<file path="config.mk">
export PLATFORM = sky130hd
export DESIGN_NAME = crc16_frame_checker_unit
export DESIGN_NICKNAME = d
export VERILOG_FILES = /design/src/hdl/crcfc_pkg.sv /design/src/hdl/crcfc_front.sv /design/src/hdl/crcfc_queue.sv /design/src/hdl/crcfc_drain.sv /design/src/hdl/crc16_frame_checker_unit.sv
export SDC_FILE = /design/constraint.sdc
export NUM_CORES = 2
export LEC_CHECK = 0
export BUFFER_PORTS_ARGS = -buffer_cell sky130_fd_sc_hd__buf_4
export CELL_PAD_IN_SITES_DETAIL_PLACEMENT = 0
export CELL_PAD_IN_SITES_GLOBAL_PLACEMENT = 1
export CORE_UTILIZATION = 53
export DETAILED_ROUTE_END_ITERATION = 12
export GPL_TIMING_DRIVEN = 0
export HOLD_SLACK_MARGIN = 0.15
export PLACE_DENSITY = 0.83
export SYNTH_ARGS = -nofsm -noshare
export SYNTH_HDL_FRONTEND = slang
export SYNTH_HIERARCHICAL = 1
export SYNTH_SLANG_ARGS = --single-unit
</file>
<file path="constraint.sdc">
create_clock -name clk -period 4.7 [get_ports clk]
set_input_delay 0.47 -clock clk [delete_from_list [all_inputs] [get_ports clk]]
set_output_delay 0.47 -clock clk [all_outputs]
set_load 0.05 [all_outputs]
</file>
<file path="src/hdl/crcfc_pkg.sv">
// Shared types, constants and the CRC step for the CRC-16 frame checker.
package crcfc_pkg;

  localparam int MAX_PAYLOAD_DEFAULT = 64;

  localparam logic [15:0] CRC_INIT = 16'hFFFF;
  localparam logic [15:0] CRC_POLY = 16'hA001;

  localparam logic [6:0] PREFIX_BYTES = 7'd5;
  localparam logic [6:0] CRC_BYTES    = 7'd2;
  localparam logic [6:0] COUNT_MAX    = 7'd127;

  localparam logic [6:0] IDX_HEADER0 = 7'd0;
  localparam logic [6:0] IDX_HEADER1 = 7'd1;
  localparam logic [6:0] IDX_TYPE    = 7'd2;
  localparam logic [6:0] IDX_LEN_LO  = 7'd3;
  localparam logic [6:0] IDX_LEN_HI  = 7'd4;

  localparam logic [1:0] REG_HEADER_FIRST    = 2'd0;
  localparam logic [1:0] REG_HEADER_SECOND   = 2'd1;
  localparam logic [1:0] REG_EXPECTED_TYPE   = 2'd2;
  localparam logic [1:0] REG_EXPECTED_LENGTH = 2'd3;

  typedef enum logic [2:0] {
    ST_OK        = 3'd0,
    ST_SIZE      = 3'd1,
    ST_HEADER    = 3'd2,
    ST_TYPE_LEN  = 3'd3,
    ST_CRC       = 3'd4
  } status_t;

  typedef struct packed {
    logic [7:0] header_first;
    logic [7:0] header_second;
    logic [7:0] expected_type;
    logic [6:0] expected_length;
  } cfg_t;

  typedef struct packed {
    logic       bank;
    logic [6:0] len;
    status_t    status;
  } desc_t;

  function automatic logic [15:0] crc_fold(input logic [15:0] crc_in, input logic [7:0] b);
    logic [15:0] c;
    c = crc_in ^ {8'd0, b};
    for (int k = 0; k < 8; k++) begin
      if (c[0]) begin
        c = (c >> 1) ^ CRC_POLY;
      end else begin
        c = c >> 1;
      end
    end
    return c;
  endfunction

endpackage

</file>
<file path="src/hdl/crcfc_front.sv">
// Receive side: header checks, CRC with two-byte hold-back, payload writes, frame verdict.
module crcfc_front import crcfc_pkg::*; #(
  parameter int MAX_PAYLOAD = MAX_PAYLOAD_DEFAULT,
  parameter int ADDR_W      = 7
) (
  input  logic              clk,
  input  logic              rst,
  input  cfg_t              cfg,
  input  logic              accept,
  input  logic [7:0]        rx_byte,
  input  logic              end_of_frame,
  output logic              push,
  output desc_t             push_desc,
  output logic              wr_en,
  output logic [ADDR_W-1:0] wr_addr,
  output logic [7:0]        wr_data
);

  localparam int IDX_W = ADDR_W - 1;

  logic [15:0] crc_value;
  logic [6:0]  byte_count;
  logic [7:0]  held0;
  logic [7:0]  held1;
  logic        header_good;
  logic        type_length_good;
  logic        wr_bank;

  logic        header_good_next;
  logic        type_length_good_next;
  logic [15:0] crc_value_next;
  logic [6:0]  byte_count_next;
  logic [6:0]  pay_idx;
  logic [7:0]  want;
  logic [15:0] rx_crc;
  logic        size_bad;
  status_t     status;

  always_comb begin
    header_good_next = header_good;
    if (byte_count == IDX_HEADER0 && rx_byte != cfg.header_first) header_good_next = 1'b0;
    if (byte_count == IDX_HEADER1 && rx_byte != cfg.header_second) header_good_next = 1'b0;

    type_length_good_next = type_length_good;
    if (byte_count == IDX_TYPE && rx_byte != cfg.expected_type) type_length_good_next = 1'b0;
    if (byte_count == IDX_LEN_LO && rx_byte != {1'b0, cfg.expected_length}) begin
      type_length_good_next = 1'b0;
    end
    if (byte_count == IDX_LEN_HI && rx_byte != 8'd0) type_length_good_next = 1'b0;

    crc_value_next = (byte_count >= IDX_LEN_HI) ? crc_fold(crc_value, held0) : crc_value;
    byte_count_next = (byte_count < COUNT_MAX) ? byte_count + 7'd1 : byte_count;

    want = {1'b0, PREFIX_BYTES} + {1'b0, cfg.expected_length} + {1'b0, CRC_BYTES};
    rx_crc = {rx_byte, held1};

    size_bad = (cfg.expected_length == 7'd0) ||
               (cfg.expected_length > 7'(MAX_PAYLOAD)) ||
               (byte_count_next >= COUNT_MAX) ||
               ({1'b0, byte_count_next} != want);

    if (size_bad) begin
      status = ST_SIZE;
    end else if (!header_good_next) begin
      status = ST_HEADER;
    end else if (!type_length_good_next) begin
      status = ST_TYPE_LEN;
    end else if (rx_crc != crc_value_next) begin
      status = ST_CRC;
    end else begin
      status = ST_OK;
    end
  end

  assign pay_idx = byte_count - PREFIX_BYTES;
  assign wr_en   = accept && (byte_count >= PREFIX_BYTES) && (pay_idx < 7'(MAX_PAYLOAD));
  assign wr_addr = {wr_bank, pay_idx[IDX_W-1:0]};
  assign wr_data = rx_byte;

  assign push             = accept && end_of_frame;
  assign push_desc.bank   = wr_bank;
  assign push_desc.len    = cfg.expected_length;
  assign push_desc.status = status;

  always_ff @(posedge clk) begin
    if (rst) begin
      crc_value        <= CRC_INIT;
      byte_count       <= 7'd0;
      held0            <= 8'd0;
      held1            <= 8'd0;
      header_good      <= 1'b1;
      type_length_good <= 1'b1;
      wr_bank          <= 1'b0;
    end else if (accept) begin
      if (end_of_frame) begin
        crc_value        <= CRC_INIT;
        byte_count       <= 7'd0;
        held0            <= 8'd0;
        held1            <= 8'd0;
        header_good      <= 1'b1;
        type_length_good <= 1'b1;
        if (status == ST_OK) wr_bank <= ~wr_bank;
      end else begin
        crc_value        <= crc_value_next;
        byte_count       <= byte_count_next;
        held0            <= held1;
        held1            <= rx_byte;
        header_good      <= header_good_next;
        type_length_good <= type_length_good_next;
      end
    end
  end

endmodule

</file>
<file path="src/hdl/crcfc_queue.sv">
// Two-entry queue of frame verdicts between receive side and drain side.
module crcfc_queue import crcfc_pkg::*; (
  input  logic  clk,
  input  logic  rst,
  input  logic  push,
  input  desc_t din,
  input  logic  pop,
  output desc_t dout,
  output logic  full,
  output logic  empty
);

  desc_t      entries [2];
  logic       wr_ptr;
  logic       rd_ptr;
  logic [1:0] count;

  assign dout  = entries[rd_ptr];
  assign full  = (count == 2'd2);
  assign empty = (count == 2'd0);

  always_ff @(posedge clk) begin
    if (push) entries[wr_ptr] <= din;
  end

  always_ff @(posedge clk) begin
    if (rst) begin
      wr_ptr <= 1'b0;
      rd_ptr <= 1'b0;
      count  <= 2'd0;
    end else begin
      if (push) wr_ptr <= ~wr_ptr;
      if (pop) rd_ptr <= ~rd_ptr;
      case ({push, pop})
        2'b10:   count <= count + 2'd1;
        2'b01:   count <= count - 2'd1;
        default: count <= count;
      endcase
    end
  end

endmodule

</file>
<file path="src/hdl/crcfc_drain.sv">
// Drain side: two-bank payload store and result sequencer with output register.
module crcfc_drain import crcfc_pkg::*; #(
  parameter int ADDR_W = 7
) (
  input  logic              clk,
  input  logic              rst,
  input  logic              wr_en,
  input  logic [ADDR_W-1:0] wr_addr,
  input  logic [7:0]        wr_data,
  input  logic              empty,
  input  desc_t             head,
  output logic              pop,
  output logic              out_valid,
  input  logic              out_ready,
  output logic [7:0]        out_payload,
  output status_t           out_status,
  output logic              out_last
);

  localparam int IDX_W = ADDR_W - 1;
  localparam int DEPTH = 2 ** ADDR_W;

  typedef enum logic [2:0] {
    S_IDLE = 3'b001,
    S_READ = 3'b010,
    S_SHOW = 3'b100
  } state_t;

  state_t            state;
  logic [7:0]        mem [DEPTH];
  logic [7:0]        rd_data;
  logic              rd_en;
  logic [ADDR_W-1:0] rd_addr;
  logic [6:0]        k;
  logic [6:0]        k_inc;
  logic              more;
  logic              at_end;

  assign k_inc  = k + 7'd1;
  assign at_end = (k_inc == head.len);

  always_comb begin
    rd_en   = 1'b0;
    rd_addr = {head.bank, k_inc[IDX_W-1:0]};
    pop     = 1'b0;
    case (state)
      S_IDLE: begin
        if (!empty) begin
          if (head.status == ST_OK) begin
            rd_en   = 1'b1;
            rd_addr = {head.bank, {IDX_W{1'b0}}};
          end else begin
            pop = 1'b1;
          end
        end
      end
      S_READ: begin
        pop = at_end;
      end
      S_SHOW: begin
        rd_en = out_ready && more;
      end
      default: begin
        rd_en = 1'b0;
      end
    endcase
  end

  always_ff @(posedge clk) begin
    if (wr_en) mem[wr_addr] <= wr_data;
    if (rd_en) rd_data <= mem[rd_addr];
  end

  always_ff @(posedge clk) begin
    if (rst) begin
      state     <= S_IDLE;
      out_valid <= 1'b0;
      more      <= 1'b0;
      k         <= 7'd0;
    end else begin
      case (state)
        S_IDLE: begin
          if (!empty) begin
            if (head.status == ST_OK) begin
              k     <= 7'd0;
              state <= S_READ;
            end else begin
              out_payload <= 8'd0;
              out_status  <= head.status;
              out_last    <= 1'b1;
              out_valid   <= 1'b1;
              more        <= 1'b0;
              state       <= S_SHOW;
            end
          end
        end
        S_READ: begin
          out_payload <= rd_data;
          out_status  <= ST_OK;
          out_last    <= at_end;
          out_valid   <= 1'b1;
          more        <= !at_end;
          state       <= S_SHOW;
        end
        S_SHOW: begin
          if (out_ready) begin
            out_valid <= 1'b0;
            if (more) begin
              k     <= k_inc;
              state <= S_READ;
            end else begin
              state <= S_IDLE;
            end
          end
        end
        default: begin
          state <= S_IDLE;
        end
      endcase
    end
  end

endmodule

</file>
<file path="src/hdl/crc16_frame_checker_unit.sv">
// Top level: CRC-16 frame checker with APB register port and byte streams.
// Input: one byte per cycle while fewer than two frame verdicts wait; else stall.
// Output: when idle, each payload byte of a good frame is read from the store, then
// registered; an error result is registered directly. Next bytes wait for out_ready.
// An error frame gives one result. Reset is synchronous: frame state clears, registers
// return to defaults at once; the payload store is not cleared and needs no pass.
module crc16_frame_checker_unit import crcfc_pkg::*; #(
  parameter int MAX_PAYLOAD = MAX_PAYLOAD_DEFAULT
) (
  input  logic        clk,
  input  logic        rst,
  input  logic        psel,
  input  logic        penable,
  input  logic        pwrite,
  input  logic [3:0]  paddr,
  input  logic [31:0] pwdata,
  output logic [31:0] prdata,
  output logic        pready,
  input  logic        s_axis_tvalid,
  output logic        s_axis_tready,
  input  logic [7:0]  s_axis_tdata,   // [7:0] rx_byte
  input  logic        s_axis_tlast,   // end_of_frame
  output logic        m_axis_tvalid,
  input  logic        m_axis_tready,
  output logic [15:0] m_axis_tdata,   // [7:0] payload_byte, [10:8] status, [15:11] zero
  output logic        m_axis_tlast    // is_last
);

  localparam int IDX_W  = (MAX_PAYLOAD > 1) ? $clog2(MAX_PAYLOAD) : 1;
  localparam int ADDR_W = IDX_W + 1;

  cfg_t              cfg;
  logic              cfg_wr;
  logic              accept;
  logic              push;
  desc_t             push_desc;
  logic              pop;
  desc_t             head;
  logic              full;
  logic              empty;
  logic              wr_en;
  logic [ADDR_W-1:0] wr_addr;
  logic [7:0]        wr_data;
  logic [7:0]        out_payload;
  status_t           out_status;

  assign pready = 1'b1;
  assign cfg_wr = psel && penable && pwrite && pready;

  always_ff @(posedge clk) begin
    if (rst) begin
      cfg.header_first    <= 8'd0;
      cfg.header_second   <= 8'd0;
      cfg.expected_type   <= 8'd0;
      cfg.expected_length <= 7'd1;
    end else if (cfg_wr) begin
      case (paddr[3:2])
        REG_HEADER_FIRST:    cfg.header_first    <= pwdata[7:0];
        REG_HEADER_SECOND:   cfg.header_second   <= pwdata[7:0];
        REG_EXPECTED_TYPE:   cfg.expected_type   <= pwdata[7:0];
        REG_EXPECTED_LENGTH: cfg.expected_length <= pwdata[6:0];
        default:             cfg <= cfg;
      endcase
    end
  end

  always_comb begin
    case (paddr[3:2])
      REG_HEADER_FIRST:    prdata = {24'd0, cfg.header_first};
      REG_HEADER_SECOND:   prdata = {24'd0, cfg.header_second};
      REG_EXPECTED_TYPE:   prdata = {24'd0, cfg.expected_type};
      REG_EXPECTED_LENGTH: prdata = {25'd0, cfg.expected_length};
      default:             prdata = 32'd0;
    endcase
  end

  assign s_axis_tready = !full;
  assign accept        = s_axis_tvalid && s_axis_tready;

  crcfc_front #(
    .MAX_PAYLOAD (MAX_PAYLOAD),
    .ADDR_W      (ADDR_W)
  ) u_front (
    .clk          (clk),
    .rst          (rst),
    .cfg          (cfg),
    .accept       (accept),
    .rx_byte      (s_axis_tdata),
    .end_of_frame (s_axis_tlast),
    .push         (push),
    .push_desc    (push_desc),
    .wr_en        (wr_en),
    .wr_addr      (wr_addr),
    .wr_data      (wr_data)
  );

  crcfc_queue u_queue (
    .clk   (clk),
    .rst   (rst),
    .push  (push),
    .din   (push_desc),
    .pop   (pop),
    .dout  (head),
    .full  (full),
    .empty (empty)
  );

  crcfc_drain #(
    .ADDR_W (ADDR_W)
  ) u_drain (
    .clk         (clk),
    .rst         (rst),
    .wr_en       (wr_en),
    .wr_addr     (wr_addr),
    .wr_data     (wr_data),
    .empty       (empty),
    .head        (head),
    .pop         (pop),
    .out_valid   (m_axis_tvalid),
    .out_ready   (m_axis_tready),
    .out_payload (out_payload),
    .out_status  (out_status),
    .out_last    (m_axis_tlast)
  );

  assign m_axis_tdata = {5'd0, out_status, out_payload};

endmodule
</file>
=== Word level (Yosys, flattened, before mapping) ===
Memory sizes are Yosys's and may differ from the RTL's. A register that Yosys moved wholly into a read port is not among the register bits.
Index checks and enable logic that the tools add are counted.

* Register bits: 101
* Memory bits (writable): 1046
* Output and inout port bits: 52
* Word-level logic and storage cells: 178
* Memories: 2

{| class="wikitable"
|+ Memories
! memory !! words !! bits a word !! rd ports !! clocked after Yosys merged registers in !! write ports !! line !! source
|-
| u_drain.mem || 128 || 8 || 1 || 1 || 1 || crcfc_drain.sv:30 || <nowiki>logic [7:0] mem [DEPTH];</nowiki>
|-
| u_queue.entries || 2 || 11 || 1 || 1 || 1 || crcfc_queue.sv:13 || <nowiki>desc_t entries [2];</nowiki>
|}

* $add $sub $neg: 7
* $lt $le $gt $ge: 6
* Equal/unequal tests: 25
* Mux-type cells: 66
* Bitwise operators: 13
* Reductions and logical operators: 38

{| class="wikitable"
|+ Operator list
! cell !! count
|-
| $mux W16 || 10
|-
| $pmux W32 S4 || 1
|-
| $mux W7 || 6
|-
| $mux W8 || 4
|-
| $mux W3 || 9
|-
| $ne A8 B8 Y1 || 3
|-
| $not A2 Y3 || 8
|-
| $mux W1 || 22
|-
| $mux W6 || 3
|-
| $ne A16 B16 Y1 || 1
|-
| $pmux W8 S2 || 1
|-
| $xor A16 B8 Y16 || 1
|-
| $add A7 B1 Y7 const B || 2
|-
| $eq A7 B2 Y1 const B || 2
|-
| $ge A7 B3 Y1 const B || 2
|-
| $logic_not A7 Y1 || 2
|-
| $lt A7 B7 Y1 const B || 2
|-
| $pmux W7 S2 || 1
|-
| $logic_and A1 B1 Y1 || 12
|-
| $reduce_and A2 Y1 || 5
|-
| $pmux W3 S3 || 1
|-
| $add A3 B7 Y8 const A || 1
|-
| $add A8 B2 Y8 const B || 1
|-
| $eq A2 B2 Y1 const B || 4
|-
| other kinds (32) || 51
|}

=== Logic depth before layout (Yosys ltp) ===
* Depth after elaboration: 25
* Depth in mapped cells: 14
* Gate-level depth less buffers: 11

=== By module ===
Netlist, hierarchy kept.

{| class="wikitable"
|+ By module, submodules not included
! module !! times used !! cells an instance !! area each (um^2) !! sequential area each (um^2)
|-
| crcfc_drain || 1 || 2744 || 42619.6 || 31590.3
|-
| crcfc_front || 1 || 460 || 3583.4 || 840.8
|-
| crc16_frame_checker_unit || 1 || 162 || 1696.6 || 620.6
|-
| crcfc_queue || 1 || 56 || 994.7 || 760.7
|}

=== Worst setup path after synthesis ===
No wires, ideal clock.

* Path kind: register to register
* Start: register u_drain.k[0]
* End: register u_queue.count[1]
* Data arrival time: 3.174 ns
* Required time: 4.630 ns
* Setup slack: 1.457 ns
* Cell stages (with the launch flop): 13
* Buffers on the path: 4
* Cell sequence: dfxtp_1 -> ha_1 -> buf_2 -> buf_2 -> buf_1 -> clkbuf_1 -> xor2_1 -> nor4_1 -> nand4_1 -> o22ai_1 -> ha_1 -> or3_1 -> a21oi_1

* Longest elaborated chain between the ends: 5
* Elaborated cells on any way between the ends: 7
* Those cells by class: 1 x add/sub; 3 x eq/ne; 2 x mux; 1 x reduce/logical

{| class="wikitable"
|+ Ends and longest elaborated chain
! what !! line !! source
|-
| start: declaration || crcfc_drain.sv:34 || <nowiki>logic [6:0] k;</nowiki>
|-
| start signal: assignment || crcfc_drain.sv:109 || <nowiki>k <= k_inc;</nowiki>
|-
| $add A7 B1 Y7 * || crcfc_drain.sv:39 || <nowiki>assign k_inc = k + 7'd1;</nowiki>
|-
| $eq A7 B7 Y1 * || crcfc_drain.sv:40 || <nowiki>assign at_end = (k_inc == head.len);</nowiki>
|-
| $pmux W1 S2 * || crcfc_drain.sv:46 || <nowiki>case (state)</nowiki>
|-
| via pop || crc16_frame_checker_unit.sv:37 || <nowiki>logic pop;</nowiki>
|-
| $eq A2 B1 Y1 / $eq A2 B2 Y1 (equally long branches) || crcfc_queue.sv:34 || <nowiki>case ({push, pop})</nowiki>
|-
| $pmux W2 S2 / $reduce_bool A2 Y1 (equally long branches) || -- ||
|-
| end signal: assignment || crcfc_queue.sv:35 || <nowiki>2'b10: count <= count + 2'd1;</nowiki>
|-
| end signal: assignment || crcfc_queue.sv:36 || <nowiki>2'b01: count <= count - 2'd1;</nowiki>
|-
| end signal: assignment || crcfc_queue.sv:37 || <nowiki>default: count <= count;</nowiki>
|-
| end: declaration || crcfc_queue.sv:16 || <nowiki>logic [1:0] count;</nowiki>
|}

The timed path passes the listed nets; every way through them passes the cells marked *.
A chain may end at the register's enable or synchronous reset.

=== Final worst setup path ===
* Start: register u_drain.k[0]
* End: register u_drain.rd_data[6], read port of u_drain.mem, data pin

* Longest elaborated chain between the ends: 4

{| class="wikitable"
|+ Ends and longest elaborated chain
! what !! line !! source
|-
| $add A7 B1 Y7 * || crcfc_drain.sv:39 ||
|-
| $mux W6 || crcfc_drain.sv:49 || <nowiki>if (head.status == ST_OK) begin</nowiki>
|-
| $mux W6 || crcfc_drain.sv:48 || <nowiki>if (!empty) begin</nowiki>
|-
| $mux W6 * || crcfc_drain.sv:46 ||
|-
| end: declaration || crcfc_drain.sv:31 || <nowiki>logic [7:0] rd_data;</nowiki>
|}

Mark *: on every way between the ends. The rest lies on a longest branch, timed or not.

==> flow_summary.yaml <==
run_status:
  status: "complete, but fails checks"
  violations: "max-capacitance violations, max-slew violations, negative setup slack"
critical_path:
  worstPathArrival_ns: 5.53
  worst_path_most_repeated_cell: "buf_2"
  critPathMaxFanout: 10
  start_kind: "flip-flop"
  critPathRequiredTime_ns: 5.16
  worst-setup-path-type: "reg2reg"
  crit_path_end_kind: "flip-flop"
  crit_path_top_delay_cell: "buf_1"
  max_stage_delay_ns: 0.85
  crit_chain: "buf_4 > inv_1 > buf_2 > buf_2 > buf_1 > clkbuf_1 > o21ai_0 > o2111ai_1 > nand4_1 > a311oi_2"
global_route:
  globalRoute.totalOverflow: 0
  grt_first_pass_wirelength_mm: 228
  top_usage_layer: "met2"
  track_usage_pct: 34.9
  grt_max_degree: 129
  grt_antenna_before_repair: 11
  grt_util_met2_pct: 52.2
  grt_pass1_vias: 31200
  use_met1_pct: 45.2
  use_met3_pct: 10.2
layout:
  drive_gt1_share_pct: 18.2
  final_cell_mix: "edfxtp_1 (1066), nand2_1 (251), mux2i_1 (211)"
  design_area_mm2: 0.0558
  layout_commonest_cell: "edfxtp_1"
  area_growth_pct: 14.0
  nets: 3714
  utilization_pct: 60.9
floorplanning:
  ios: 104
  dieArea_mm2: 0.0935
  die_h_um: 306
  coreArea_mm2: 0.0915
  rows: 111
  dieWidth_um: 306
  start_util_pct: 53.4
pwr:
  net-switching-power_mw: 5.04
  combPwrFrac_pct: 6.8
  swShare_pct: 23.0
  pwr-share-seq_pct: 51.8
  clkPwrFrac_pct: 41.4
  irDropWorstVdd_v: 0.000285
  p_leak_nw: 17.9
  p_per_area_mw_per_mm2: 394
  power_mw: 22.0
  internal-power_mw: 16.9
placed_design:
  gp_congestion: 1.08
  placed_area_mm2: 0.0509
  pre_cts_slack_ns: -1.13
  dp_hpwl_mm: 110
  io_buffers: 39
sta:
  worst_pin_slew_ns: 1.52
  final-hold-violation-count: 0
  rsz0062_at_grt: "yes"
  fin_crit_ns: 5.07
  setup_violations: 8
  post-route-period-util_pct: 108
  skew_ns: 0.0370
  whs_ns: 0.209
  slew_headroom_pct: -1.59
  fin_ws_ns: -0.371
  slew_viol_final: 11
  fmax_ghz: 0.197
clock_network:
  htreeDepth: 3
  clk_path_buf_depth: 3
  clock_latency_ns: 0.74
  root_buffer: "clkbuf_16"
  clk_pin_slew_ns: 0.06
  cts_sinks: 1156
  cts_buffers: 115
  cts_tree: "done"
route:
  drt_iter0_markers: 6168
  first_pass_iters: 12
  vias: 33600
  ant_nets: 0
  routedWlPerCell_um: 33.5
  drc: 0
  drt_wl_total_mm: 166
  vias_per_cell: 6.81
synthesis:
  avgSynthCellArea_um2: 14.3
  ys_warn_count: 6
  synthFlopType: "edfxtp_1"
  synthArstFlopShare_pct: 0
  yosysSeqAreaShare_pct: 69.2
  ys_seq_elements: 1156
  synth_cells: 3422
  netlist_area_mm2: 0.0489
  synth_cell_types: 101
  synth_edf_count: 1066
worst_hold_path:
  min_path_type: "in2reg"
job:
  drv_cap: 2
-- power by group through the flow --
stage,clock [mW],combinational (mW),sequential (mW)
floorplan,0,0.779,11.7
global placement,0,1.34,11.6
detailed placement,0,1.36,11.6
CTS,9.16,1.41,11.4
global route,9.54,1.53,11.4
finish,9.09,1.49,11.4
-- layer usage --
metal	vias to the layer above	share of wire [%]
met2	2638	43
met5	-	0.065
met1	16500	35
li1	13800	-
met3	692	14
met4	16	7.7
-- cell usage after synthesis, types with 19 or more instances --
library cell	number	area (um2)
nand3_1	85	425
nor2b_1	19	119
and3_1	20	125
o211ai_1	51	383
o21ai_0	97	485
o22a_1	25	219
nor2_1	211	792
mux2_2	70	788
nand2b_1	64	400
a21oi_1	121	606
a31oi_1	28	175
o22ai_1	119	744
buf_4	59	443
buf_2	96	480
clkbuf_1	105	394
o311ai_0	23	201
xnor2_1	52	455
dfxtp_1	90	1800
inv_1	26	97.6
nor3_1	32	160
a211oi_1	39	293
edfxtp_1	1066	32000
xor2_1	34	298
o221ai_1	48	420
nor4_1	19	119
mux4_2	23	518
a22oi_1	30	225
nand2_1	251	942
mux2i_1	211	2110
-- worst max-delay path, delay by kind of cell, from the launching register on --
family | cells | cell delay (ns)
AO/OA/AOI/OAI | 3 | 1.19
buffers and inverters | 6 | 2.86
flip-flops | 1 | 0.46
AND/OR/NAND/NOR | 1 | 0.29
-- flip-flops by register name, indices dropped and copies added, names as in the netlist, named ones only --
name,cells
cfg,31
u_queue/count,2
u_front/byte_count,7
u_drain/rd_data,8
u_drain/out_valid,1
u_drain/more,1
u_drain/out_status,3
u_front/wr_bank,1
u_queue/entries,22
u_drain/out_payload,8
u_queue/wr_ptr,1
u_front/held1,8
u_front/held0,8
u_front/header_good,1
u_front/crc_value,16
u_drain/mem,1024
u_front/type_length_good,1
u_drain/k,7
u_drain/out_last,1
u_queue/rd_ptr,1
u_drain/state,3
-- logic make-up after synthesis --
kind of cell             share of synthesized area (%)
flip-flops                                        69.2
AND/OR/NAND/NOR                                   7.76
AO/OA/AOI/OAI                                     10.9
buffers and inverters                             3.14
multiplexers                                      7.01
XOR/XNOR                                          1.88
adder cells (fa/ha/maj)                          0.179
other                                           0.0154
-- repair_timing --
| item | in CTS | in global routing |
|---|---|---|
| buffers inserted | 6 | 23 |
| hold buffers | 13 | 1 |
| resized for setup | 126 | 95 |
| pin swaps | 5 | 22 |
| endpoints found under the hold margin | 41 | 7 |
| setup endpoints to repair | 625 | 810 |
-- per-stage QoR --
stage                     std cells  setup TNS, ns
after global placement         4675        -121.77
after detailed placement       4678        -135.42
after floorplan                3450              0
final                          4938          -1.82
after CTS                      4907         -35.07
after global routing           4934        -0.0543
-- cell type report --
class,instances,area (um2)
fillers,6945,35800
flip-flops and latches,1156,33800
multi-input cells,1986,14300
clock buffers,146,3050
plain buffers,280,1520
well taps,1186,1480
repair buffers,90,826
clock inverters,64,673
inverters,26,97.6
diodes,4,10.0
-- worst paths after layout --
kind | slack, ns | end | depth (start not counted) | startpoint
setup / recovery | -0.37 | u_drain/rd_data[6] | 10 | u_drain/k[0]
hold / removal | 0.21 | u_front/held1[6] | 3 | s_axis_tdata[6]
setup reg to reg | -0.37 | u_drain/rd_data[6] | 10 | u_drain/k[0]
hold reg to reg | 0.48 | u_front/held0[7] | 2 | u_front/held0[7]
Power figures use the tool's default switching activity.
